===== config.mk =====
export PLATFORM = sky130hd
export DESIGN_NAME = accel_trapezoid_integrator_top
export DESIGN_NICKNAME = d
export VERILOG_FILES = /design/src/rtl/acc_int_pkg.sv /design/src/rtl/accel_trapezoid_integrator_top.sv
export SDC_FILE = /design/constraint.sdc
export NUM_CORES = 2
export LEC_CHECK = 0
export ABC_AREA = 1
export ABC_CLOCK_PERIOD_IN_PS = 26700
export BUFFER_PORTS_ARGS = -buffer_cell sky130_fd_sc_hd__buf_2
export CORE_MARGIN = 5
export CORE_UTILIZATION = 24
export CTS_CLUSTER_DIAMETER = 30
export DETAILED_ROUTE_END_ITERATION = 10
export GPL_TIMING_DRIVEN = 0
export PLACE_DENSITY_LB_ADDON = 0.05
export SYNTH_ARGS = -nofsm -noshare
export SYNTH_HDL_FRONTEND = slang
export SYNTH_SLANG_ARGS = --single-unit

===== constraint.sdc =====
create_clock -name clk -period 26.7 [get_ports clk]
set_clock_uncertainty 0.05 [all_clocks]
set_input_delay 5.34 -clock clk [delete_from_list [all_inputs] [get_ports clk]]
set_output_delay 5.34 -clock clk [all_outputs]
set_load 0.03 [all_outputs]

===== src/rtl/acc_int_pkg.sv =====
`default_nettype none
// ----------------------------------------------------------------------------
// acc_int_pkg
// Shared types, register codes and saturation helpers for the trapezoidal
// accelerometer integrator.
// ----------------------------------------------------------------------------
package acc_int_pkg;

  // Register indexes (byte address 4*index)
  localparam logic [1:0] REG_STEP_TIME     = 2'd0;
  localparam logic [1:0] REG_ACCEL_GAIN    = 2'd1;
  localparam logic [1:0] REG_TAP_THRESHOLD = 2'd2;

  // Register reset values and legal dt range
  localparam logic [16:0] STEP_TIME_RST     = 17'd6554;
  localparam logic [23:0] ACCEL_GAIN_RST    = 24'd10045;
  localparam logic [23:0] TAP_THRESHOLD_RST = 24'd65536;
  localparam logic [16:0] STEP_MIN          = 17'd7;
  localparam logic [16:0] STEP_MAX          = 17'd65536;

  // Input request: action plus three raw samples
  typedef struct packed {
    logic               action;
    logic signed [15:0] raw_x;
    logic signed [15:0] raw_y;
    logic signed [15:0] raw_z;
  } in_item_t;

  // Result: velocity and displacement per axis, tap flag
  typedef struct packed {
    logic signed [39:0] vel_x;
    logic signed [39:0] vel_y;
    logic signed [39:0] vel_z;
    logic signed [39:0] pos_x;
    logic signed [39:0] pos_y;
    logic signed [39:0] pos_z;
    logic               tap_seen;
  } out_item_t;

  // Clamp a 32-bit value to the signed 24-bit range
  function automatic logic signed [23:0] sat24(input logic signed [31:0] v);
    logic signed [23:0] r;
    if (v > 32'sd8388607) begin
      r = 24'sh7FFFFF;
    end else if (v < -32'sd8388608) begin
      r = 24'sh800000;
    end else begin
      r = v[23:0];
    end
    return r;
  endfunction

  // Clamp a 43-bit value to the signed 40-bit range
  function automatic logic signed [39:0] sat40(input logic signed [42:0] v);
    logic signed [39:0] r;
    if (v > 43'sd549755813887) begin
      r = 40'sh7FFFFFFFFF;
    end else if (v < -43'sd549755813888) begin
      r = 40'sh8000000000;
    end else begin
      r = v[39:0];
    end
    return r;
  endfunction

endpackage
`default_nettype wire


===== src/rtl/accel_trapezoid_integrator_top.sv =====
`default_nettype none
// ----------------------------------------------------------------------------
// accel_trapezoid_integrator_top
// Scales raw accelerometer samples to Q8.16 m/s^2 and integrates them twice
// per axis by the trapezoidal rule, with saturation and Z-axis tap detection.
// ----------------------------------------------------------------------------
// One 25x24-bit multiplier, followed by a product register, is shared by all
// steps and axes under a small sequencer. A sample request runs nine
// multiplier/accumulate steps per axis (scale, dt times summed acceleration,
// two half products of dt times summed velocity, and the rounding, saturation
// and write-back steps between them); a reset-reference request runs only the
// scale and write-back steps per axis. in_ready is high only while the
// sequencer is idle. A finished result sits in an output register, so the next
// request can be taken while the result waits on out_ready. Registers (APB,
// 4-byte stride): 0 step_time (writes whose low 17 bits lie outside 7..65536
// are dropped), 1 accel_gain, 2 tap_threshold.
// ----------------------------------------------------------------------------
module accel_trapezoid_integrator_top #(
  parameter int AXES = 3
) (
  input  wire logic                    clk,
  input  wire logic                    rst,
  // input channel
  input  wire logic                    in_valid,
  output logic                         in_ready,
  input  wire acc_int_pkg::in_item_t   in_data,
  // output channel
  output logic                         out_valid,
  input  wire logic                    out_ready,
  output acc_int_pkg::out_item_t       out_data,
  // configuration port
  input  wire logic                    psel,
  input  wire logic                    penable,
  input  wire logic                    pwrite,
  input  wire logic [3:0]              paddr,
  input  wire logic [31:0]             pwdata,
  output logic [31:0]                  prdata,
  output logic                         pready
);
  import acc_int_pkg::*;

  localparam int AXIS_W = (AXES > 1) ? $clog2(AXES) : 1;

  // Sequencer codes
  localparam logic [3:0] ST_IDLE   = 4'd0;
  localparam logic [3:0] ST_MUL_A  = 4'd1;
  localparam logic [3:0] ST_ACC    = 4'd2;
  localparam logic [3:0] ST_MUL_V  = 4'd3;
  localparam logic [3:0] ST_VEL    = 4'd4;
  localparam logic [3:0] ST_SUM    = 4'd5;
  localparam logic [3:0] ST_MUL_LO = 4'd6;
  localparam logic [3:0] ST_MUL_HI = 4'd7;
  localparam logic [3:0] ST_POS1   = 4'd8;
  localparam logic [3:0] ST_POS2   = 4'd9;
  localparam logic [3:0] ST_DONE   = 4'd10;

  // Configuration registers
  logic [16:0] step_time;
  logic [23:0] accel_gain;
  logic [23:0] tap_threshold;

  // Integrator state
  logic signed [23:0] prev_accel   [AXES];
  logic signed [39:0] velocity     [AXES];
  logic signed [39:0] displacement [AXES];

  // Sequencer and datapath registers
  logic [3:0]         state;
  logic [AXIS_W-1:0]  axis;
  in_item_t           in_q;
  logic               tap;
  logic signed [48:0] prod;
  logic signed [23:0] cur_acc;
  logic signed [39:0] vnew;
  logic signed [40:0] vsum;
  logic [37:0]        lo_prod;
  logic signed [58:0] full;
  out_item_t          out_q;

  // Combinational datapath
  logic signed [24:0] mul_a;
  logic [23:0]        mul_b;
  logic signed [49:0] mul_full;
  logic signed [15:0] raw_sel;
  logic signed [23:0] prev_sel;
  logic signed [39:0] vel_sel;
  logic signed [39:0] disp_sel;
  logic signed [39:0] acc_rnd;
  logic signed [23:0] acc_sat;
  logic signed [24:0] acc_sum;
  logic signed [24:0] tap_diff;
  logic [24:0]        tap_mag;
  logic signed [41:0] vel_rnd;
  logic signed [42:0] vel_new;
  logic signed [58:0] pos_rnd;
  logic signed [42:0] pos_new;
  logic               last_axis;
  logic               tap_axis;
  logic               cfg_wr;
  logic [1:0]         cfg_idx;
  logic signed [39:0] vel_view [3];
  logic signed [39:0] pos_view [3];

  assign pready   = 1'b1;
  assign in_ready = (state == ST_IDLE);
  assign out_data = out_q;

  // Register file write and read
  assign cfg_wr  = psel && penable && pwrite && pready;
  assign cfg_idx = paddr[3:2];

  always_ff @(posedge clk) begin
    if (rst) begin
      step_time     <= STEP_TIME_RST;
      accel_gain    <= ACCEL_GAIN_RST;
      tap_threshold <= TAP_THRESHOLD_RST;
    end else if (cfg_wr) begin
      case (cfg_idx)
        REG_STEP_TIME: begin
          if (pwdata[16:0] >= STEP_MIN && pwdata[16:0] <= STEP_MAX) begin
            step_time <= pwdata[16:0];
          end
        end
        REG_ACCEL_GAIN:    accel_gain    <= pwdata[23:0];
        REG_TAP_THRESHOLD: tap_threshold <= pwdata[23:0];
        default: ;
      endcase
    end
  end

  always_comb begin
    case (cfg_idx)
      REG_STEP_TIME:     prdata = {15'd0, step_time};
      REG_ACCEL_GAIN:    prdata = {8'd0, accel_gain};
      REG_TAP_THRESHOLD: prdata = {8'd0, tap_threshold};
      default:           prdata = 32'd0;
    endcase
  end

  // Per-axis operand selection
  always_comb begin
    if (axis == AXIS_W'(0)) begin
      raw_sel = in_q.raw_x;
    end else if (axis == AXIS_W'(1)) begin
      raw_sel = in_q.raw_y;
    end else begin
      raw_sel = in_q.raw_z;
    end
  end

  assign prev_sel  = prev_accel[axis];
  assign vel_sel   = velocity[axis];
  assign disp_sel  = displacement[axis];
  assign last_axis = (axis == AXIS_W'(AXES - 1));
  assign tap_axis  = (AXES >= 3) && last_axis;

  // Shared multiplier operand mux
  assign acc_sum = {cur_acc[23], cur_acc} + {prev_sel[23], prev_sel};

  always_comb begin
    case (state)
      ST_MUL_A: begin
        mul_a = {{9{raw_sel[15]}}, raw_sel};
        mul_b = accel_gain;
      end
      ST_MUL_V: begin
        mul_a = acc_sum;
        mul_b = {7'd0, step_time};
      end
      ST_MUL_LO: begin
        mul_a = {4'd0, vsum[20:0]};
        mul_b = {7'd0, step_time};
      end
      ST_MUL_HI: begin
        mul_a = {{5{vsum[40]}}, vsum[40:21]};
        mul_b = {7'd0, step_time};
      end
      default: begin
        mul_a = 25'sd0;
        mul_b = 24'd0;
      end
    endcase
  end

  assign mul_full = mul_a * $signed({1'b0, mul_b});

  // Scale: round half up at bit 8, clamp to Q8.16
  assign acc_rnd = prod[39:0] + 40'sd128;
  assign acc_sat = sat24($signed(acc_rnd[39:8]));

  // Tap: |prev_z - cur_z| against threshold
  assign tap_diff = {prev_sel[23], prev_sel} - {cur_acc[23], cur_acc};
  assign tap_mag  = tap_diff[24] ? 25'(-tap_diff) : tap_diff;

  // Velocity update
  assign vel_rnd = prod[41:0] + 42'sd65536;
  assign vel_new = {{3{vel_sel[39]}}, vel_sel} + {{18{vel_rnd[41]}}, vel_rnd[41:17]};

  // Displacement update
  assign pos_rnd = full + 59'sd65536;
  assign pos_new = {{3{disp_sel[39]}}, disp_sel} + {pos_rnd[58], pos_rnd[58:17]};

  // Sequencer
  always_ff @(posedge clk) begin
    if (rst) begin
      state     <= ST_IDLE;
      axis      <= '0;
      tap       <= 1'b0;
      out_valid <= 1'b0;
      for (int i = 0; i < AXES; i++) begin
        prev_accel[i]   <= '0;
        velocity[i]     <= '0;
        displacement[i] <= '0;
      end
    end else begin
      // Result handshake: load when the output register is free
      if (state == ST_DONE && (!out_valid || out_ready)) begin
        out_valid <= 1'b1;
      end else if (out_valid && out_ready) begin
        out_valid <= 1'b0;
      end
      case (state)
        ST_IDLE: begin
          if (in_valid) begin
            axis  <= '0;
            tap   <= 1'b0;
            state <= ST_MUL_A;
          end
        end
        ST_MUL_A: state <= ST_ACC;
        ST_ACC: begin
          if (in_q.action) begin
            prev_accel[axis]   <= acc_sat;
            velocity[axis]     <= '0;
            displacement[axis] <= '0;
            if (last_axis) begin
              state <= ST_DONE;
            end else begin
              axis  <= axis + AXIS_W'(1);
              state <= ST_MUL_A;
            end
          end else begin
            state <= ST_MUL_V;
          end
        end
        ST_MUL_V: begin
          if (tap_axis && (tap_mag > {1'b0, tap_threshold})) begin
            tap <= 1'b1;
          end
          prev_accel[axis] <= cur_acc;
          state            <= ST_VEL;
        end
        ST_VEL: state <= ST_SUM;
        ST_SUM: begin
          velocity[axis] <= vnew;
          state          <= ST_MUL_LO;
        end
        ST_MUL_LO: state <= ST_MUL_HI;
        ST_MUL_HI: state <= ST_POS1;
        ST_POS1:   state <= ST_POS2;
        ST_POS2: begin
          displacement[axis] <= sat40(pos_new);
          if (last_axis) begin
            state <= ST_DONE;
          end else begin
            axis  <= axis + AXIS_W'(1);
            state <= ST_MUL_A;
          end
        end
        ST_DONE: begin
          if (!out_valid || out_ready) begin
            state <= ST_IDLE;
          end
        end
        default: state <= ST_IDLE;
      endcase
    end
  end

  // Views of the state for the result, zero for absent axes
  for (genvar k = 0; k < 3; k++) begin : g_view
    if (k < AXES) begin : g_on
      assign vel_view[k] = velocity[k];
      assign pos_view[k] = displacement[k];
    end else begin : g_off
      assign vel_view[k] = 40'sd0;
      assign pos_view[k] = 40'sd0;
    end
  end

  // Datapath registers
  always_ff @(posedge clk) begin
    prod <= mul_full[48:0];
    if (state == ST_IDLE && in_valid) begin
      in_q <= in_data;
    end
    if (state == ST_ACC) begin
      cur_acc <= acc_sat;
    end
    if (state == ST_VEL) begin
      vnew <= sat40(vel_new);
    end
    if (state == ST_SUM) begin
      vsum <= {vel_sel[39], vel_sel} + {vnew[39], vnew};
    end
    if (state == ST_MUL_HI) begin
      lo_prod <= prod[37:0];
    end
    // high half product keeps its sign bit into the 59-bit sum
    if (state == ST_POS1) begin
      full <= {prod[37:0], 21'd0} + {21'd0, lo_prod};
    end
    if (state == ST_DONE && (!out_valid || out_ready)) begin
      out_q.vel_x    <= vel_view[0];
      out_q.vel_y    <= vel_view[1];
      out_q.vel_z    <= vel_view[2];
      out_q.pos_x    <= pos_view[0];
      out_q.pos_y    <= pos_view[1];
      out_q.pos_z    <= pos_view[2];
      out_q.tap_seen <= tap;
    end
  end

  // Checks
  a_axis_range: assert property (@(posedge clk) disable iff (rst)
    axis <= AXIS_W'(AXES - 1))
    else $error("axis counter out of range");

  a_step_range: assert property (@(posedge clk) disable iff (rst)
    step_time >= STEP_MIN && step_time <= STEP_MAX)
    else $error("step_time outside legal range");

  a_result_from_done: assert property (@(posedge clk) disable iff (rst)
    $rose(out_valid) |-> $past(state == ST_DONE))
    else $error("result raised outside done step");

  a_reset_no_tap: assert property (@(posedge clk) disable iff (rst)
    (state == ST_DONE && in_q.action) |-> !tap)
    else $error("tap flagged on reset request");

endmodule
`default_nettype wire


# == Word level (Yosys, flattened, before mapping) ==
# Memory sizes are Yosys's and may differ from the RTL's. A register that Yosys moved wholly into a read port is not among the register bits.
# Cells that the tools add are included.
# Widths: inputs -> output; s select.
# totals
in_bits,92
regBits,367
ramBits,312
n_memories,3
output_inout_bits,276
elab_cells,148
# memory_table
memory,words,width,read_ports,rd_clocked_by_memory_dff,write_ports,line,rtl
displacement,3,40,4,4,3,accel_trapezoid_integrator_top.sv:65,logic signed [39:0] displacement [AXES];
velocity,3,40,4,4,3,accel_trapezoid_integrator_top.sv:64,logic signed [39:0] velocity [AXES];
prev_accel,3,24,1,1,3,accel_trapezoid_integrator_top.sv:63,logic signed [23:0] prev_accel [AXES];
# op_classes
add_sub_neg,11
n_mul,1
n_lt_le_gt_ge,9
n_mux,60
n_reduce_logical,25
eq_ne,18
bitwise,3
# op_table
operator,n
$mux 40,9
$pmux 25 s4,1
$mux 24,4
$reduce_or 40->1,2
$pmux 24 s3,1
$add 59x18->59 const B,1
$add 59x38->59,1
$pmux 24 s2,1
$pmux 4 s11,1
$add 40x42->43,1
$gt 43x40->1 const B,1
$lt 43x40->1 const B,1
$add 42x17->42 const B,1
$mul 25x25->42,1
$add 40x25->41,1
$add 40x40->41,1
$gt 41x40->1 const B,1
$lt 41x40->1 const B,1
$add 40x8->40 const B,1
$gt 32x24->1 const B,1
$lt 32x24->1 const B,1
$mux 16,2
$add 24x24->25,1
$gt 25x24->1,1
other kinds (30),90

# == Longest topological paths before layout ==
# depth
ltp_word,9
mapped_depth,59
depth_no_buf,56

# == Worst setup path before layout ==
# OpenSTA, ideal clock, no wires.
# synth_path
path_kind,input -> register
startpoint,input out_ready
endpoint,"register out_q, in the netlist out_data[0] (enable)"
arrival_ns,15.314
n_path_buf,0
cell_stages,2
path_slack_ns,10.487
required_ns,25.800
setup_ns,0.850
cell_sequence,nor2_1 nor2_1
# synth_via
elab_chain_len,2
# synth_rtl
item,line,rtl
"start, declared",accel_trapezoid_integrator_top.sv:29,"input wire logic out_ready,"
$logic_or 1x1->1,accel_trapezoid_integrator_top.sv:313,if (state == ST_DONE && (!out_valid || out_ready)) begin
$logic_and 1x1->1,accel_trapezoid_integrator_top.sv:313,
"end, declared",accel_trapezoid_integrator_top.sv:78,out_item_t out_q;
# No other way between the ends.
# A chain may end at the register's enable or synchronous reset.

==> metrics <==
Nets roughly 9,500; Worst-path clk slew around 0.040 ns; worst IR drop on VDD 0.0507 mV; hpwl dp around 250,000 microns; endpoints failing setup 0; CTS Buffer Depth 4; Cell Area, Synth approximately 71,000 sq um; Hold Crit Depth 0; commonest non-fill, non-tap cell in the layout nand2_1; most frequent cells in the layout nand2_1, inv_1, nor2_1; crit end category flip-flop; Resize count post-CTS 0; Fmax 0.0715 GHz; sum of negative setup slack 0 ns; Root Buffer clkbuf_16; Arrival @ worst endpoint about 15 ns; DIE AREA 308,000 sq um; Sinks on Clock Net 993; # IOs about 370; fillcell total ~32,000; worst skew pair latency 0.87 ns; fin crit period 13.99 ns; Slew Viols, Final 8; post-synthesis register bit count ~990; Synth Area in Adders 0.217; Crit Reg-Reg Endpoint prod[30]; final worst-path setup slack 12.71 ns; Chip Height 555 microns; CP max-delay cell clkbuf_1; met2 Use GR 0.328; Critical Path Fanout Max 10; RSZ-0062 raised after global routing no; Top FF cell, synth edfxtp_1; antenna-violating nets left 0; H-tree level count 5; total iterations of the first detailed-routing run 6; worst hold path type flip-flop to flip-flop; first-pass GRT wire length roughly 440,000 microns; num rows 200; Worst Reg-to-Reg Cells between 40 and 50; Pwr Density 112 nW/um^2; area taken by multi-input logic gates 36,600 sq um; Final Wtd Congestion 0.893; hold buffers post-CTS 0; Worst Path Required 27.38 ns; Area Overhead vs Synth 24.2%; DR vias approximately 58,000; grt total ovfl 0; status complete, but fails checks; largest stage delay on the critical path between 1 and 1.5 ns; Initial DRC Count 4,161; initial antenna violation count 17; Seq. cell area roughly 29,000 sq um; WHS Endpoint full[16]; grt peak-use layer met2; violated checks max-capacitance violations, max-slew violations; CTS tree yes; R2R setup slack 12.71 ns; Starting Density 0.240; DRC 0; final hold viol count 0; Final period util 0.524; Pleak 37.9 nW; Hold Crit Start lo_prod[16]; Syn Area/Cell 9.14 sq um; ys async rst share 0; post-CTS setup buffer count 0; Compound-Gate Fraction of Synth Area 0.0994; largest family of logic cells by synthesized area adder cells; met1 GRT Util 0.270; vias per cell 4.56; Worst slew margin -0.0304; DP Worst Slack 12.74 ns; routed len/inst around 25 microns; max cap viols 1; yosys warns 0; layout cell share with drive strength beyond 1 0.114; cts bufs inserted slightly below 300; Worst-Margin Slew between 1.5 and 2 ns; crit start category flip-flop; core area 296,000 sq um; Tot GR Track Use 0.197; multiplexer area fraction after synthesis 0; Mapped Cells between 7,000 and 8,000; number of synthesized flops with an enable pin 876; Worst Path Class, Setup flip-flop to flip-flop; post-synthesis simple-gate area fraction 0.156; DRT Wirelength ~310,000 microns; DIE WIDTH 555 microns; Seq/Total Area, Yosys 0.402; vias in the first global route 60,700; most frequent cell on the critical path nand2_1; Distinct cells, synth 68; Global Route met3 Usage 0.0290; largest net degree at the start of global routing 41; Post-Synth XOR/XNOR Area 0.0389; Port Buffers approximately 350
state kept, by name, indices dropped and copies added (netlist names), 2 cells and up, named ones only:
register       flops
lo_prod           22
prod              42
out_data         241
displacement     160
tap_threshold     24
full              43
prev_accel        96
state              4
step_time         17
vsum              41
axis               2
cur_acc           24
accel_gain        24
velocity         160
in_q              49
vnew              40
worst max path at each step:
stage                    endpoint  slack (ns)  cells past startpoint
finish                   prod[30]       12.71                     45
global route             prod[30]       12.26                     45
CTS                      prod[30]       12.68                     45
detailed placement       prod[41]       12.74                     44
global placement    out_data[230]        3.11                      3
floorplan             out_data[0]       10.49                      2
power by group:
part           switching (mW)  total, mW  internal [mW]
combinational            3.17       4.45           1.28
clock                    1.07       3.45           2.38
sequential             0.0847       1.98           1.89
per-layer routing:
layer	wire (microns)	part of all wire	up-vias
met3	15400	0.049	356
met2	146000	0.47	1566
met1	142000	0.46	29000
met4	7850	0.025	0
li1	-	-	26800
met5	0	0	-
kinds of logic after synthesis:
kind of cell	Yosys count
other cells	2
fa+ha+maj	901
flops	993
xor+xnor	315
buf+inv	1595
compound gates	1274
simple gates	2708
stage by stage:
step	hold WS, ns	util	cells	instance area, sq um	power, mW
6_report	0.342	0.299	12700	88400	9.87
5_1_grt	0.350	0.299	12600	88400	10.5
4_1_cts	0.324	0.299	12600	88400	10.0
3_5_place_dp	0.360	0.265	12100	78600	6.52
3_3_place_gp	0.355	0.263	12100	77900	6.53
2_1_floorplan	0.350	-	7795	71200	4.70
worst max-delay path: cells and delay by family, from the launching register on:
| kind | cells | cell delay (ns) |
|---|---|---|
| flops | 1 | 0.33 |
| buf+inv | 11 | 3.42 |
| simple gates | 15 | 2.62 |
| compound gates | 9 | 2.52 |
| xor+xnor | 1 | 0.19 |
| fa+ha+maj | 9 | 4.58 |
final cells by class:
cell class | instances | share of cell area
antenna | 13 | 0.000368
clock buffer | 366 | 0.0877
sequential | 993 | 0.324
buffer | 275 | 0.0134
inverter | 1320 | 0.0560
multi-input combinational | 5207 | 0.414
tap | 3939 | 0.0557
clock inverter | 167 | 0.0232
timing repair buffer | 374 | 0.0254
Yosys cell counts (5+ instances only):
master        n  area [sq um]
nand2_1    1316          4940
inv_1      1295          4860
nor2_1      983          3690
edfxtp_1    876         26300
fa_1        556         11100
a21oi_1     506          2530
o21ai_0     445          2230
ha_1        345          4320
xor2_1      236          2070
clkbuf_1    208           781
nand3_1     159           796
dfxtp_1     117          2340
o22ai_1     117           732
xnor2_1      78           683
nor3_1       69           345
nand4_1      44           275
o211ai_1     40           300
buf_2        38           190
nand2_2      32           200
nor4_1       29           181
a31oi_1      26           163
a221oi_1     24           210
nand3_2      22           220
a21o_1       21           158
o21a_1       21           158
buf_4        14           105
clkinv_1     14          52.6
nand2_4      13           146
o21bai_1     12          90.1
o221ai_1     12           105
inv_2        11          41.3
buf_1         9          33.8
nand3b_1      9          67.6
or2_2         8          50.1
a22oi_1       7          52.6
and3_1        7          43.8
o2111ai_1     7          61.3
a21boi_0      5          37.5
nor2_2        5          31.3
o21ai_1       5          25.0
No activity file was read; power rests on OpenSTA's default activity.
